--- src/sv/fixed_block_free_list_allocator_macros.svh ---
// Assertion macros shared by the allocator RTL.
// No dependencies; include with the bare file name.
`ifndef FIXED_BLOCK_FREE_LIST_ALLOCATOR_MACROS_SVH
`define FIXED_BLOCK_FREE_LIST_ALLOCATOR_MACROS_SVH
`ifndef SYNTHESIS
// Property must hold at every clock edge outside reset.
`define FBFL_ASSERT(lbl, clk, rst, prop) \
   lbl: assert property (@(posedge clk) disable iff (rst) (prop)) \
      else $error("allocator assertion failed");
// Condition must never be true outside reset.
`define FBFL_ASSERT_NEVER(lbl, clk, rst, cond) \
   lbl: assert property (@(posedge clk) disable iff (rst) !(cond)) \
      else $error("allocator forbidden condition seen");
`else
`define FBFL_ASSERT(lbl, clk, rst, prop)
`define FBFL_ASSERT_NEVER(lbl, clk, rst, cond)
`endif
`endif

--- src/sv/fbfl_pkg.sv ---
// Shared types and constants of the fixed block free list allocator.
// No dependencies.
package fbfl_pkg;

   localparam int OP_W          = 2;
   localparam int FREE_INDEX_W  = 8;
   localparam int GIVEN_INDEX_W = 8;
   localparam int OFFSET_W      = 24;
   localparam int COUNT_W       = 9;
   localparam int BYTES_W       = 16;
   localparam int CSR_DATA_W    = 32;
   localparam int CSR_ADDR_W    = 3;

   localparam logic [OP_W-1:0] OP_ALLOC = 2'd0;
   localparam logic [OP_W-1:0] OP_FREE  = 2'd1;
   localparam logic [OP_W-1:0] OP_CLEAR = 2'd2;
   localparam logic [OP_W-1:0] OP_NONE  = 2'd3;

   localparam logic REG_BLOCKS_IN_USE = 1'b0;
   localparam logic REG_BLOCK_BYTES   = 1'b1;

   localparam logic [COUNT_W-1:0] BLOCKS_IN_USE_RESET = 9'd256;
   localparam logic [BYTES_W-1:0] BLOCK_BYTES_RESET   = 16'd8;
   localparam logic [BYTES_W-1:0] MIN_BLOCK_BYTES     = 16'd8;

   localparam logic STATUS_DONE  = 1'b0;
   localparam logic STATUS_EMPTY = 1'b1;

   typedef struct packed {
      logic [COUNT_W-1:0] blocks_in_use;
      logic [BYTES_W-1:0] block_bytes;
   } cfg_type;

endpackage

--- src/sv/fbfl_req_if.sv ---
// Request channel: operation and index of a block being returned.
// Depends on fbfl_pkg.
interface fbfl_req_if;
   import fbfl_pkg::*;
   logic                    valid;
   logic                    ready;
   logic [OP_W-1:0]         operation;
   logic [FREE_INDEX_W-1:0] free_index;

   modport source (output valid, output operation, output free_index, input ready);
   modport sink   (input valid, input operation, input free_index, output ready);
endinterface

--- src/sv/fbfl_rsp_if.sv ---
// Response channel: status, index and byte offset of an allocated block.
// Depends on fbfl_pkg.
interface fbfl_rsp_if;
   import fbfl_pkg::*;
   logic                     valid;
   logic                     ready;
   logic                     status;
   logic [GIVEN_INDEX_W-1:0] given_index;
   logic [OFFSET_W-1:0]      given_offset;

   modport source (output valid, output status, output given_index, output given_offset,
                   input ready);
   modport sink   (input valid, input status, input given_index, input given_offset,
                   output ready);
endinterface

--- src/sv/fbfl_csr.sv ---
// APB-style configuration registers: block count and block size.
// Depends on fbfl_pkg.
module fbfl_csr (
   input  logic                              clock,
   input  logic                              reset,
   input  logic                              psel,
   input  logic                              penable,
   input  logic                              pwrite,
   input  logic [fbfl_pkg::CSR_ADDR_W-1:0]   paddr,
   input  logic [fbfl_pkg::CSR_DATA_W-1:0]   pwdata,
   output logic [fbfl_pkg::CSR_DATA_W-1:0]   prdata,
   output logic                              pready,
   output fbfl_pkg::cfg_type                 cfg
);
   import fbfl_pkg::*;

   cfg_type cfg_ff, cfg_in;
   logic    wr_en;

   assign pready = 1'b1;
   assign wr_en  = psel && penable && pwrite;

   // Word-aligned decode: address bit 2 picks the register.
   always_comb begin
      cfg_in = cfg_ff;
      if (wr_en) begin
         case (paddr[2])
            REG_BLOCKS_IN_USE: cfg_in.blocks_in_use = pwdata[COUNT_W-1:0];
            REG_BLOCK_BYTES:   cfg_in.block_bytes   = pwdata[BYTES_W-1:0];
            default:           cfg_in = cfg_ff;
         endcase
      end
   end

   always_ff @(posedge clock) begin
      if (reset) begin
         cfg_ff.blocks_in_use <= BLOCKS_IN_USE_RESET;
         cfg_ff.block_bytes   <= BLOCK_BYTES_RESET;
      end else begin
         cfg_ff <= cfg_in;
      end
   end

   always_comb begin
      case (paddr[2])
         REG_BLOCKS_IN_USE: prdata = CSR_DATA_W'(cfg_ff.blocks_in_use);
         REG_BLOCK_BYTES:   prdata = CSR_DATA_W'(cfg_ff.block_bytes);
         default:           prdata = '0;
      endcase
   end

   assign cfg = cfg_ff;
endmodule

--- src/sv/fixed_block_free_list_allocator.sv ---
// Fixed-size block pool allocator. The free blocks form a singly linked list held in a
// one-port-read, one-port-write link memory of MAX_BLOCKS entries, with the list head in
// a register. An allocate transaction pops the head and returns its index and byte
// offset (index times max(block_bytes, 8), low 24 bits); on an empty list it returns
// status 1. A free transaction pushes the given index (indexes not below MAX_BLOCKS are
// ignored). A clear transaction relinks blocks 0 .. blocks_in_use-1 in order. One request
// is handled at a time. Allocate, free and the unused code pass through the EXEC state to
// the response register: the link memory read is registered at acceptance, and the head
// update and offset multiply follow in EXEC. A clear sweeps the link memory one entry per
// cycle and then passes through EXEC to respond. After reset the same sweep runs with 256
// blocks (or MAX_BLOCKS if smaller); no request is accepted during it, while configuration
// writes are taken as usual. The response register lets a finished response wait while
// the next request is accepted; a response is only dropped into it once the previous one
// has been taken.
// Depends on fbfl_pkg, fbfl_req_if, fbfl_rsp_if, fbfl_csr and the assertion macros.
`include "fixed_block_free_list_allocator_macros.svh"
module fixed_block_free_list_allocator #(
   parameter int MAX_BLOCKS = 256
) (
   input  logic                              clock,
   input  logic                              reset,
   fbfl_req_if.sink                          req,
   fbfl_rsp_if.source                        rsp,
   input  logic                              psel,
   input  logic                              penable,
   input  logic                              pwrite,
   input  logic [fbfl_pkg::CSR_ADDR_W-1:0]   paddr,
   input  logic [fbfl_pkg::CSR_DATA_W-1:0]   pwdata,
   output logic [fbfl_pkg::CSR_DATA_W-1:0]   prdata,
   output logic                              pready
);
   import fbfl_pkg::*;

   // Index width and link width; a link holds an index or the null value MAX_BLOCKS.
   localparam int IW = $clog2(MAX_BLOCKS);
   localparam int LW = IW + 1;
   localparam logic [LW-1:0] LINK_NULL = LW'(MAX_BLOCKS);
   localparam logic [LW-1:0] RESET_COUNT =
      (int'(BLOCKS_IN_USE_RESET) > MAX_BLOCKS) ? LW'(MAX_BLOCKS) : LW'(BLOCKS_IN_USE_RESET);

   typedef enum logic [2:0] {
      ST_IDLE  = 3'b001,
      ST_EXEC  = 3'b010,
      ST_SWEEP = 3'b100
   } state_type;

   cfg_type cfg;

   fbfl_csr u_csr (
      .clock   (clock),
      .reset   (reset),
      .psel    (psel),
      .penable (penable),
      .pwrite  (pwrite),
      .paddr   (paddr),
      .pwdata  (pwdata),
      .prdata  (prdata),
      .pready  (pready),
      .cfg     (cfg)
   );

   state_type               state_ff, state_in;
   logic [LW-1:0]           head_ff, head_in;
   logic [LW-1:0]           count_ff, count_in;
   logic [IW-1:0]           sweep_ff, sweep_in;
   logic                    reply_ff, reply_in;
   logic [OP_W-1:0]         op_ff, op_in;
   logic                    rsp_valid_ff, rsp_valid_in;
   logic                    status_ff, status_in;
   logic [GIVEN_INDEX_W-1:0] index_ff, index_in;
   logic [OFFSET_W-1:0]     offset_ff, offset_in;

   // Link memory and its registered read port.
   logic [LW-1:0]           link_mem [MAX_BLOCKS];
   logic [LW-1:0]           link_rd_ff;
   logic                    mem_we, mem_re;
   logic [IW-1:0]           mem_waddr;
   logic [LW-1:0]           mem_wdata;

   logic                    accept, head_null, idx_ok, sweep_last, out_free;
   logic [LW-1:0]           head_norm, next_norm, sweep_next, clamp_count;
   logic [BYTES_W-1:0]      eff_bytes;
   logic [31:0]             product;

   assign accept     = req.valid && req.ready;
   assign req.ready  = (state_ff == ST_IDLE);
   assign head_null  = (head_ff >= LINK_NULL);
   assign head_norm  = head_null ? LINK_NULL : head_ff;
   assign idx_ok     = (32'(req.free_index) < 32'(MAX_BLOCKS));
   assign next_norm  = (link_rd_ff >= LINK_NULL) ? LINK_NULL : link_rd_ff;
   assign sweep_last = (sweep_ff == IW'(MAX_BLOCKS - 1));
   assign sweep_next = LW'(sweep_ff) + LW'(1);
   assign out_free   = !rsp_valid_ff || rsp.ready;
   assign eff_bytes  = (cfg.block_bytes < MIN_BLOCK_BYTES) ? MIN_BLOCK_BYTES : cfg.block_bytes;
   assign product    = 32'(head_ff[IW-1:0]) * 32'(eff_bytes);
   // Counts above the pool size link the whole pool.
   assign clamp_count = (32'(cfg.blocks_in_use) > 32'(MAX_BLOCKS)) ?
                        LW'(MAX_BLOCKS) : LW'(cfg.blocks_in_use);

   // Memory port control: the sweep owns the write port, a free writes at acceptance,
   // an allocate reads the head entry at acceptance.
   always_comb begin
      mem_we    = 1'b0;
      mem_waddr = sweep_ff;
      mem_wdata = (sweep_next < count_ff) ? sweep_next : LINK_NULL;
      mem_re    = 1'b0;
      if (state_ff == ST_SWEEP) begin
         mem_we = !reset;
      end else if (accept && (req.operation == OP_FREE) && idx_ok) begin
         mem_we    = 1'b1;
         mem_waddr = IW'(req.free_index);
         mem_wdata = head_norm;
      end
      if (accept && (req.operation == OP_ALLOC) && !head_null) begin
         mem_re = 1'b1;
      end
   end

   always_ff @(posedge clock) begin
      if (mem_we) begin
         link_mem[mem_waddr] <= mem_wdata;
      end
      if (mem_re) begin
         link_rd_ff <= link_mem[head_ff[IW-1:0]];
      end
   end

   always_comb begin
      state_in     = state_ff;
      head_in      = head_ff;
      count_in     = count_ff;
      sweep_in     = sweep_ff;
      reply_in     = reply_ff;
      op_in        = op_ff;
      rsp_valid_in = rsp_valid_ff && !rsp.ready;
      status_in    = status_ff;
      index_in     = index_ff;
      offset_in    = offset_ff;
      case (state_ff)
         ST_IDLE: begin
            if (accept) begin
               op_in = req.operation;
               case (req.operation)
                  OP_FREE: begin
                     if (idx_ok) begin
                        head_in = LW'(req.free_index);
                     end
                     state_in = ST_EXEC;
                  end
                  OP_CLEAR: begin
                     // Latch the count now; the sweep relinks from entry 0.
                     count_in = clamp_count;
                     sweep_in = '0;
                     reply_in = 1'b1;
                     state_in = ST_SWEEP;
                  end
                  default: state_in = ST_EXEC;
               endcase
            end
         end
         ST_EXEC: begin
            // Hold until the response register is free, then drop the response in.
            if (out_free) begin
               rsp_valid_in = 1'b1;
               status_in    = STATUS_DONE;
               index_in     = '0;
               offset_in    = '0;
               if (op_ff == OP_ALLOC) begin
                  if (head_null) begin
                     status_in = STATUS_EMPTY;
                  end else begin
                     index_in  = GIVEN_INDEX_W'(head_ff);
                     offset_in = product[OFFSET_W-1:0];
                     head_in   = next_norm;
                  end
               end
               state_in = ST_IDLE;
            end
         end
         ST_SWEEP: begin
            sweep_in = sweep_ff + IW'(1);
            if (sweep_last) begin
               head_in  = (count_ff == '0) ? LINK_NULL : '0;
               state_in = reply_ff ? ST_EXEC : ST_IDLE;
               reply_in = 1'b0;
            end
         end
         default: state_in = ST_IDLE;
      endcase
   end

   always_ff @(posedge clock) begin
      if (reset) begin
         state_ff     <= ST_SWEEP;
         head_ff      <= LINK_NULL;
         count_ff     <= RESET_COUNT;
         sweep_ff     <= '0;
         reply_ff     <= 1'b0;
         rsp_valid_ff <= 1'b0;
      end else begin
         state_ff     <= state_in;
         head_ff      <= head_in;
         count_ff     <= count_in;
         sweep_ff     <= sweep_in;
         reply_ff     <= reply_in;
         rsp_valid_ff <= rsp_valid_in;
      end
   end

   always_ff @(posedge clock) begin
      op_ff     <= op_in;
      status_ff <= status_in;
      index_ff  <= index_in;
      offset_ff <= offset_in;
   end

   assign rsp.valid        = rsp_valid_ff;
   assign rsp.status       = status_ff;
   assign rsp.given_index  = index_ff;
   assign rsp.given_offset = offset_ff;

   // A free of an in-range index makes that index the new head.
   `FBFL_ASSERT(a_free_sets_head, clock, reset, accept && (req.operation == OP_FREE) && idx_ok |=> head_ff == LW'($past(req.free_index)))
   // The end of a sweep points the head at block 0, or null for an empty pool.
   `FBFL_ASSERT(a_sweep_sets_head, clock, reset, (state_ff == ST_SWEEP) && sweep_last |=> head_ff == (($past(count_ff) == '0) ? LINK_NULL : '0))
   // The head never holds a value past null.
   `FBFL_ASSERT_NEVER(a_head_range, clock, reset, head_ff > LINK_NULL)
endmodule

--- src/flat_wrapper.sv ---
// flat-port wrapper written by rule: the top's interface ports become plain ports
module fixed_block_free_list_allocator_flat import fbfl_pkg::*;
#(
   parameter int MAX_BLOCKS = 256
)
  (clock, reset, psel, penable, pwrite, paddr, pwdata, prdata, pready, req_valid, req_operation, req_free_index, req_ready, rsp_valid, rsp_status, rsp_given_index, rsp_given_offset, rsp_ready);
  fbfl_req_if req_i ();
  fbfl_rsp_if rsp_i ();
  input  logic clock;
  input  logic reset;
  input  logic psel;
  input  logic penable;
  input  logic pwrite;
  input  logic [fbfl_pkg::CSR_ADDR_W-1:0] paddr;
  input  logic [fbfl_pkg::CSR_DATA_W-1:0] pwdata;
  output logic [fbfl_pkg::CSR_DATA_W-1:0] prdata;
  output logic pready;
  input wire logic [$bits(req_i.valid)-1:0] req_valid;
  input wire logic [$bits(req_i.operation)-1:0] req_operation;
  input wire logic [$bits(req_i.free_index)-1:0] req_free_index;
  output wire logic [$bits(req_i.ready)-1:0] req_ready;
  output wire logic [$bits(rsp_i.valid)-1:0] rsp_valid;
  output wire logic [$bits(rsp_i.status)-1:0] rsp_status;
  output wire logic [$bits(rsp_i.given_index)-1:0] rsp_given_index;
  output wire logic [$bits(rsp_i.given_offset)-1:0] rsp_given_offset;
  input wire logic [$bits(rsp_i.ready)-1:0] rsp_ready;
  assign req_i.valid = req_valid;
  assign req_i.operation = req_operation;
  assign req_i.free_index = req_free_index;
  assign req_ready = req_i.ready;
  assign rsp_valid = rsp_i.valid;
  assign rsp_status = rsp_i.status;
  assign rsp_given_index = rsp_i.given_index;
  assign rsp_given_offset = rsp_i.given_offset;
  assign rsp_i.ready = rsp_ready;
  fixed_block_free_list_allocator #(.MAX_BLOCKS(MAX_BLOCKS)) u_core (.clock(clock), .reset(reset), .req(req_i), .rsp(rsp_i), .psel(psel), .penable(penable), .pwrite(pwrite), .paddr(paddr), .pwdata(pwdata), .prdata(prdata), .pready(pready));
endmodule
--- config.mk ---
export PLATFORM = sky130hd
export DESIGN_NAME = fixed_block_free_list_allocator_flat
export DESIGN_NICKNAME = d
export VERILOG_FILES = /design/src/sv/fbfl_pkg.sv /design/src/sv/fbfl_req_if.sv /design/src/sv/fbfl_rsp_if.sv /design/src/sv/fbfl_csr.sv /design/src/sv/fixed_block_free_list_allocator.sv /design/src/flat_wrapper.sv
export VERILOG_INCLUDE_DIRS = /design/src /design/src/sv
export SDC_FILE = /design/constraint.sdc
export NUM_CORES = 2
export LEC_CHECK = 0
export ABC_AREA = 1
export BUFFER_PORTS_ARGS = -buffer_cell sky130_fd_sc_hd__buf_4
export CAP_MARGIN = 25
export CORE_ASPECT_RATIO = 1.4
export CORE_UTILIZATION = 55
export CTS_CLUSTER_DIAMETER = 100
export DETAILED_ROUTE_END_ITERATION = 8
export MAX_ROUTING_LAYER = met4
export PLACE_DENSITY_LB_ADDON = 0.25
export SLEW_MARGIN = 10
export SYNTH_ARGS = -nofsm -noshare
export SYNTH_HDL_FRONTEND = slang
export SYNTH_HIERARCHICAL = 1
export SYNTH_SLANG_ARGS = --single-unit
--- constraint.sdc ---
create_clock -name clock -period 19 [get_ports clock]
set_input_delay 2.85 -clock clock [delete_from_list [all_inputs] [get_ports clock]]
set_output_delay 2.85 -clock clock [all_outputs]
set_load 0.005 [all_outputs]
Yosys cells after proc, flatten, opt, wreduce, memory -nomap -nowiden:

Memories as Yosys holds them, arrays and structs flattened. A register that Yosys moved wholly into a read port is not among the register bits.
Cells that the tools add are included.

* input port bits: 52
* bits in read-only memories: 0
* output and inout bits: 68
* bits in writable memories: 2304
* logic and storage cells: 102
* latch bits: 0
* memories kept: 1
* bits in registers: 91

* bitwise logic cells: 2
* magnitude comparators: 5
* shifts and indexed selects: 0
* eq/ne operators: 13
* divide/modulo/power cells: 0
* reduce and logical (&&, ||, !) cells: 27
* multiplexer cells: 39
* multipliers: 1
* add/sub/neg operators: 2

Memories
* u_core.link_mem: depth 256, bits a word 9, rd ports 1, clocked after memory_dff 1, wr ports 1, line fixed_block_free_list_allocator.sv:74 `logic [LW-1:0] link_mem [MAX_BLOCKS];`

Operators with widths (number)
* 2-to-1 mux 9 bit: 13
* one-hot mux 32 bit (2 select lines): 1
* 2-to-1 mux 8 bit: 4
* one-hot mux 9 bit (3 select lines): 1
* multiplier 8 x 16 -> 24 bit: 1
* >= comparator 9 bit (second input constant): 2
* < comparator 16 x 4 -> 1 bit (second input constant): 1
* 2-to-1 mux 16 bit: 1
* one-hot mux 8 bit (2 select lines): 1
* 2-to-1 mux 3 bit: 4
* 2-to-1 mux 1 bit: 11
* adder 8 x 1 -> 9 bit (second input constant): 1
* greater-than comparator 9 bit (second input constant): 1
* zero test 9 bit: 1
* < comparator 9 bit: 1
* one-hot mux 3 bit (3 select lines): 1
* AND reduction 3 bit: 3
* adder 8 x 1 -> 8 bit (second input constant): 1
* == test 8 bit (second input constant): 1
* inequality test 2 bit (second input constant): 4
* AND reduction 2 bit: 4
* logical AND 1 bit: 7
* AND reduction 7 bit: 1
* inequality test 2 x 1 -> 1 bit (second input constant): 3
* 15 further kinds: 20

Longest topological paths before layout:

* depth in word-level cells: 7
* mapped depth: 27
* mapped depth without buffers: 26

Cells and area by module:

The synthesis kept the hierarchy.

By module, submodules not included
* fixed_block_free_list_allocator: instances 1, cells each 8775, area each 100472.6 µm², seq. area each 71128.2 µm²
* fbfl_csr: instances 1, cells each 217, area each 1391.3 µm², seq. area each 500.5 µm²

Worst setup path after synthesis:

OpenSTA, ideal clock, no wires.

* kind: input-to-reg
* from: input port req_operation[0]
* to: memory u_core/link_mem[0][1] in the netlist's numbering (data pin)
* cell stages on the path: 3
* arrival time: 13601 ps
* required time: 16738 ps
* slack: 3138 ps
* buffers on the path: 0
* cells stage by stage: inv_1 > nor3_4 > o32ai_1

* cells in the longest elaborated chain, start to end: 4

RTL lines
* start, declared: line flat_wrapper.sv:19 `input wire logic [$bits(req_i.operation)-1:0] req_operation;`
* == test 2 x 1 -> 1 bit: line fixed_block_free_list_allocator.sv:109 `end else if (accept && (req.operation == OP_FREE) && idx_ok) begin`
* logical AND 1 bit: line fixed_block_free_list_allocator.sv:109
* 2-to-1 mux 9 bit: line fixed_block_free_list_allocator.sv:109
* 2-to-1 mux 9 bit: line fixed_block_free_list_allocator.sv:107 `if (state_ff == ST_SWEEP) begin`
* named net u_core.mem_wdata[1]: line fixed_block_free_list_allocator.sv:78 `logic [LW-1:0] mem_wdata;`
* end, declared: line fixed_block_free_list_allocator.sv:74

The timed path passes the listed nets, and every way through them passes these cells.

Worst setup path in the final report:

* from: input port req_operation[0]
* to: memory u_core/link_mem[62][0] in the netlist's numbering (data pin)

The elaborated chain is that of the path after synthesis.

==> results.py <==
metrics = {
    "run_status": {
        "status": "completed",
    },
    "power_and_ir_drop": {
        "powerDensity_nw_per_um2": 109,
        "pwr-share-comb": 0.171,
        "sw_frac_of_total": 0.287,
        "p_switching_uw": 3470,
        "clock_power_share": 0.333,
        "ir_worst_vdd_mv": 0.108,
        "p_leak_uw": 0.0402,
        "internal_power_uw": 8610,
        "pwr-share-seq": 0.496,
    },
    "global_routing": {
        "grt_max_degree": 211,
        "grt_pass1_wl_um": 392000,
        "grt_pass1_vias": 63900,
        "grt_antenna_before_repair": 6,
        "grt_overflow": 0,
        "track_usage": 0.285,
    },
    "setup_path": {
        "path_cells": "buf_4 > inv_1 > nor3_4 > inv_4 > nor2_1 > inv_1 > o22ai_4 > buf_4 > buf_4 > buf_4",
        "worstSetupStartpointType": "input pin",
        "crit_type": "input pin to flop",
        "critPathRequiredTime_ns": 19.51,
        "critical_path.max_stage_delay_ns": 0.89,
        "r2r_slack_ns": 11.85,
        "crit_arrival_ns": 8.02,
        "critPathCaptureType": "flop",
        "critPathMaxFanout": 80,
        "cpMaxStageDelayCell": "buf_4",
        "cpMostUsedCell": "buf_4",
    },
    "timing": {
        "hold_slack_ns": 0.474,
        "skew_ns": 0.0473,
        "drv_slew": 0,
        "max_slew_margin": 0.248,
        "setup_ws_ns": 11.49,
        "setup_tns_ns": 0,
        "rsz0062_at_grt": "false",
        "fin_crit_sh": 0.395,
        "worst_slew_pin_slew_ns": 1.13,
        "max_clock_freq_mhz": 133,
        "setup_violations": 0,
        "min_period_ns": 7.51,
        "finalHoldViolations": 0,
    },
    "yosys": {
        "ys_types": 45,
        "synth_area_leader_cell": "edfxtp_1",
        "netlist_instances": 8992,
        "yosysWarnings": 6,
        "synthFlopType": "edfxtp_1",
        "synth_top_area_share": 0.692,
        "avgSynthCellArea_um2": 11.3,
        "yosys-top-cells-area": "edfxtp_1 69%, nand3_1 11%, nand2_1 9.6%, clkbuf_1 1.7%, fa_1 1.7%",
        "yosysSeqAreaShare": 0.703,
        "synth-edff-count": 2348,
        "ys_seq_elements": 2404,
        "async_flop_share": 0,
        "syn_area_um2": 102000,
        "netlist_top_cells_count": "2592 x nand2_1, 2348 x edfxtp_1, 2320 x nand3_1",
        "yosysMostFrequentCell": "nand2_1",
    },
    "cells_and_area": {
        "nets": 8987,
        "syn2layout_area_growth_pct": 8.83,
        "stdcell_count": 11400,
        "drive_above_1_share": 0.0618,
        "postLayoutCellArea_um2": 111000,
    },
    "run": {
        "cap_violations": 0,
    },
    "floorplan": {
        "die-area_um2": 187000,
        "start_util": 0.555,
        "row_count": 186,
        "fp.coreArea_um2": 184000,
        "fp.dieW_um": 366,
        "pin_count": 120,
        "die_h_um": 511,
    },
    "detailed_routing": {
        "ant_nets": 0,
        "vias_per_cell": 5.87,
        "first_iter_violations": 7591,
        "wl_per_cell_um": 23.0,
        "drc": 0,
        "routed_wl_um": 262000,
        "vias": 67100,
        "drtPass1Iterations": 6,
    },
    "min_path": {
        "holdCritPathClass": "flop to flop",
    },
    "clock_tree": {
        "cts_sinks": 2404,
        "cts_hold_buffers": 0,
        "cts-buffers-inserted": 207,
        "htreeDepth": 4,
        "clock_latency_ns": 0.87,
        "cts.path.max_buffers": 3,
        "cts_root_buffer": "clkbuf_16",
        "post-cts-setup-buffer-count": 0,
        "cts_resized": 0,
        "clk_pin_slew_worst_paths_ns": 0.07,
        "cts_tree": "built",
    },
    "place": {
        "place.detailed.hpwl_um": 151000,
        "placed_cells": 11000,
        "routabilityCongestion": 0.943,
        "post-place-ws_ns": 10.67,
        "placed_cell_area_um2": 104000,
        "port_buffers": 84,
    },
}
-- per-layer routing --
metal / vias to the layer above / routed length (um) / global-route usage
met5: - / 0 / -
met2: 2878 / 131000 / 0.466
met1: 32600 / 98000 / 0.350
met4: 0 / 13200 / 0.139
met3: 617 / 19900 / 0.0396
li1: 31000 / - / -
-- power by group through the flow --
stage / logic, uW / clock network (uW) / registers [uW]
floorplan: 1290 / 0 / 6140
global placement: 1980 / 0 / 6100
global route: 2210 / 4260 / 5990
CTS: 2020 / 4080 / 5990
finish: 2070 / 4030 / 5990
detailed placement: 2020 / 0 / 6100
-- critical path, delay by kind of cell --
family	cells	cell delay, ns
buffers and inverters	7	3.35
AO/OA/AOI/OAI	1	0.78
AND/OR/NAND/NOR	2	0.90
-- path summary, 6_finish.rpt --
path	startpoint	end	cells after the start
setup reg to reg	u_core/head_ff[0]	u_core/link_rd_ff[0]	17
setup / recovery	req_operation[0]	u_core/link_mem[62][0]	10
hold reg to reg	u_core/count_ff[0]	u_core/count_ff[0]	2
hold / removal	u_core/count_ff[0]	u_core/count_ff[0]	2
-- metrics by stage --
step / utilization / power (uW)
floorplan: - / 7440
global placement: 0.568 / 8090
detailed placement: 0.568 / 8120
CTS: 0.603 / 12100
global route: 0.604 / 12500
finish: 0.604 / 12100
-- cell type report --
class | count | area (um^2)
fill | 14400 | 72800
sequential | 2404 | 71600
multi-input combinational | 5690 | 26900
clock buffer | 252 | 5460
tap | 2444 | 3060
timing repair buffer | 188 | 1670
inverter | 307 | 1190
clock inverter | 125 | 936
antenna | 6 | 15.0
-- placed cells by master, fill, tap and decap left out, drive strengths merged, types with 5 or more instances in the layout --
master | synthesis | routed
edfxtp | 2348 | 2348
a21oi | 66 | 66
dfxtp | 56 | 56
nand3 | 2321 | 2321
xor2 | 5 | 5
nand2 | 2618 | 2618
o21ai | 66 | 66
clkinv | 2 | 107
nor2 | 398 | 398
nor3 | 11 | 11
diode | 0 | 6
fa | 84 | 84
ha | 53 | 53
a211oi | 5 | 5
nand4 | 6 | 6
o32ai | 12 | 12
nor4 | 6 | 6
bufinv | 0 | 10
clkbuf | 469 | 252
conb | 2 | 17
inv | 305 | 311
buf | 137 | 188
-- cell families after synthesis --
kind of cell / count (synthesis) / synth area share
AOI/OAI and AO/OA: 165 / 0.00931
xor gates and xnor gates: 5 / 0.000430
adders and majority gates: 137 / 0.0230
buffers and inverters: 913 / 0.0351
DFF: 2404 / 0.703
other: 2 / 0.0000737
and+or+nand+nor: 5366 / 0.229
-- state kept, by name, indices dropped and copies added, names as in the netlist, 8 cells and up --
signal / count
u_core/rsp.given_offset: 24
u_core/rsp.given_index: 8
u_core/u_csr/cfg: 25
u_core/sweep_ff: 8
u_core/head_ff: 9
u_core/link_rd_ff: 9
u_core/count_ff: 9
u_core/link_mem: 2304
No activity file was read; power rests on OpenSTA's default activity.
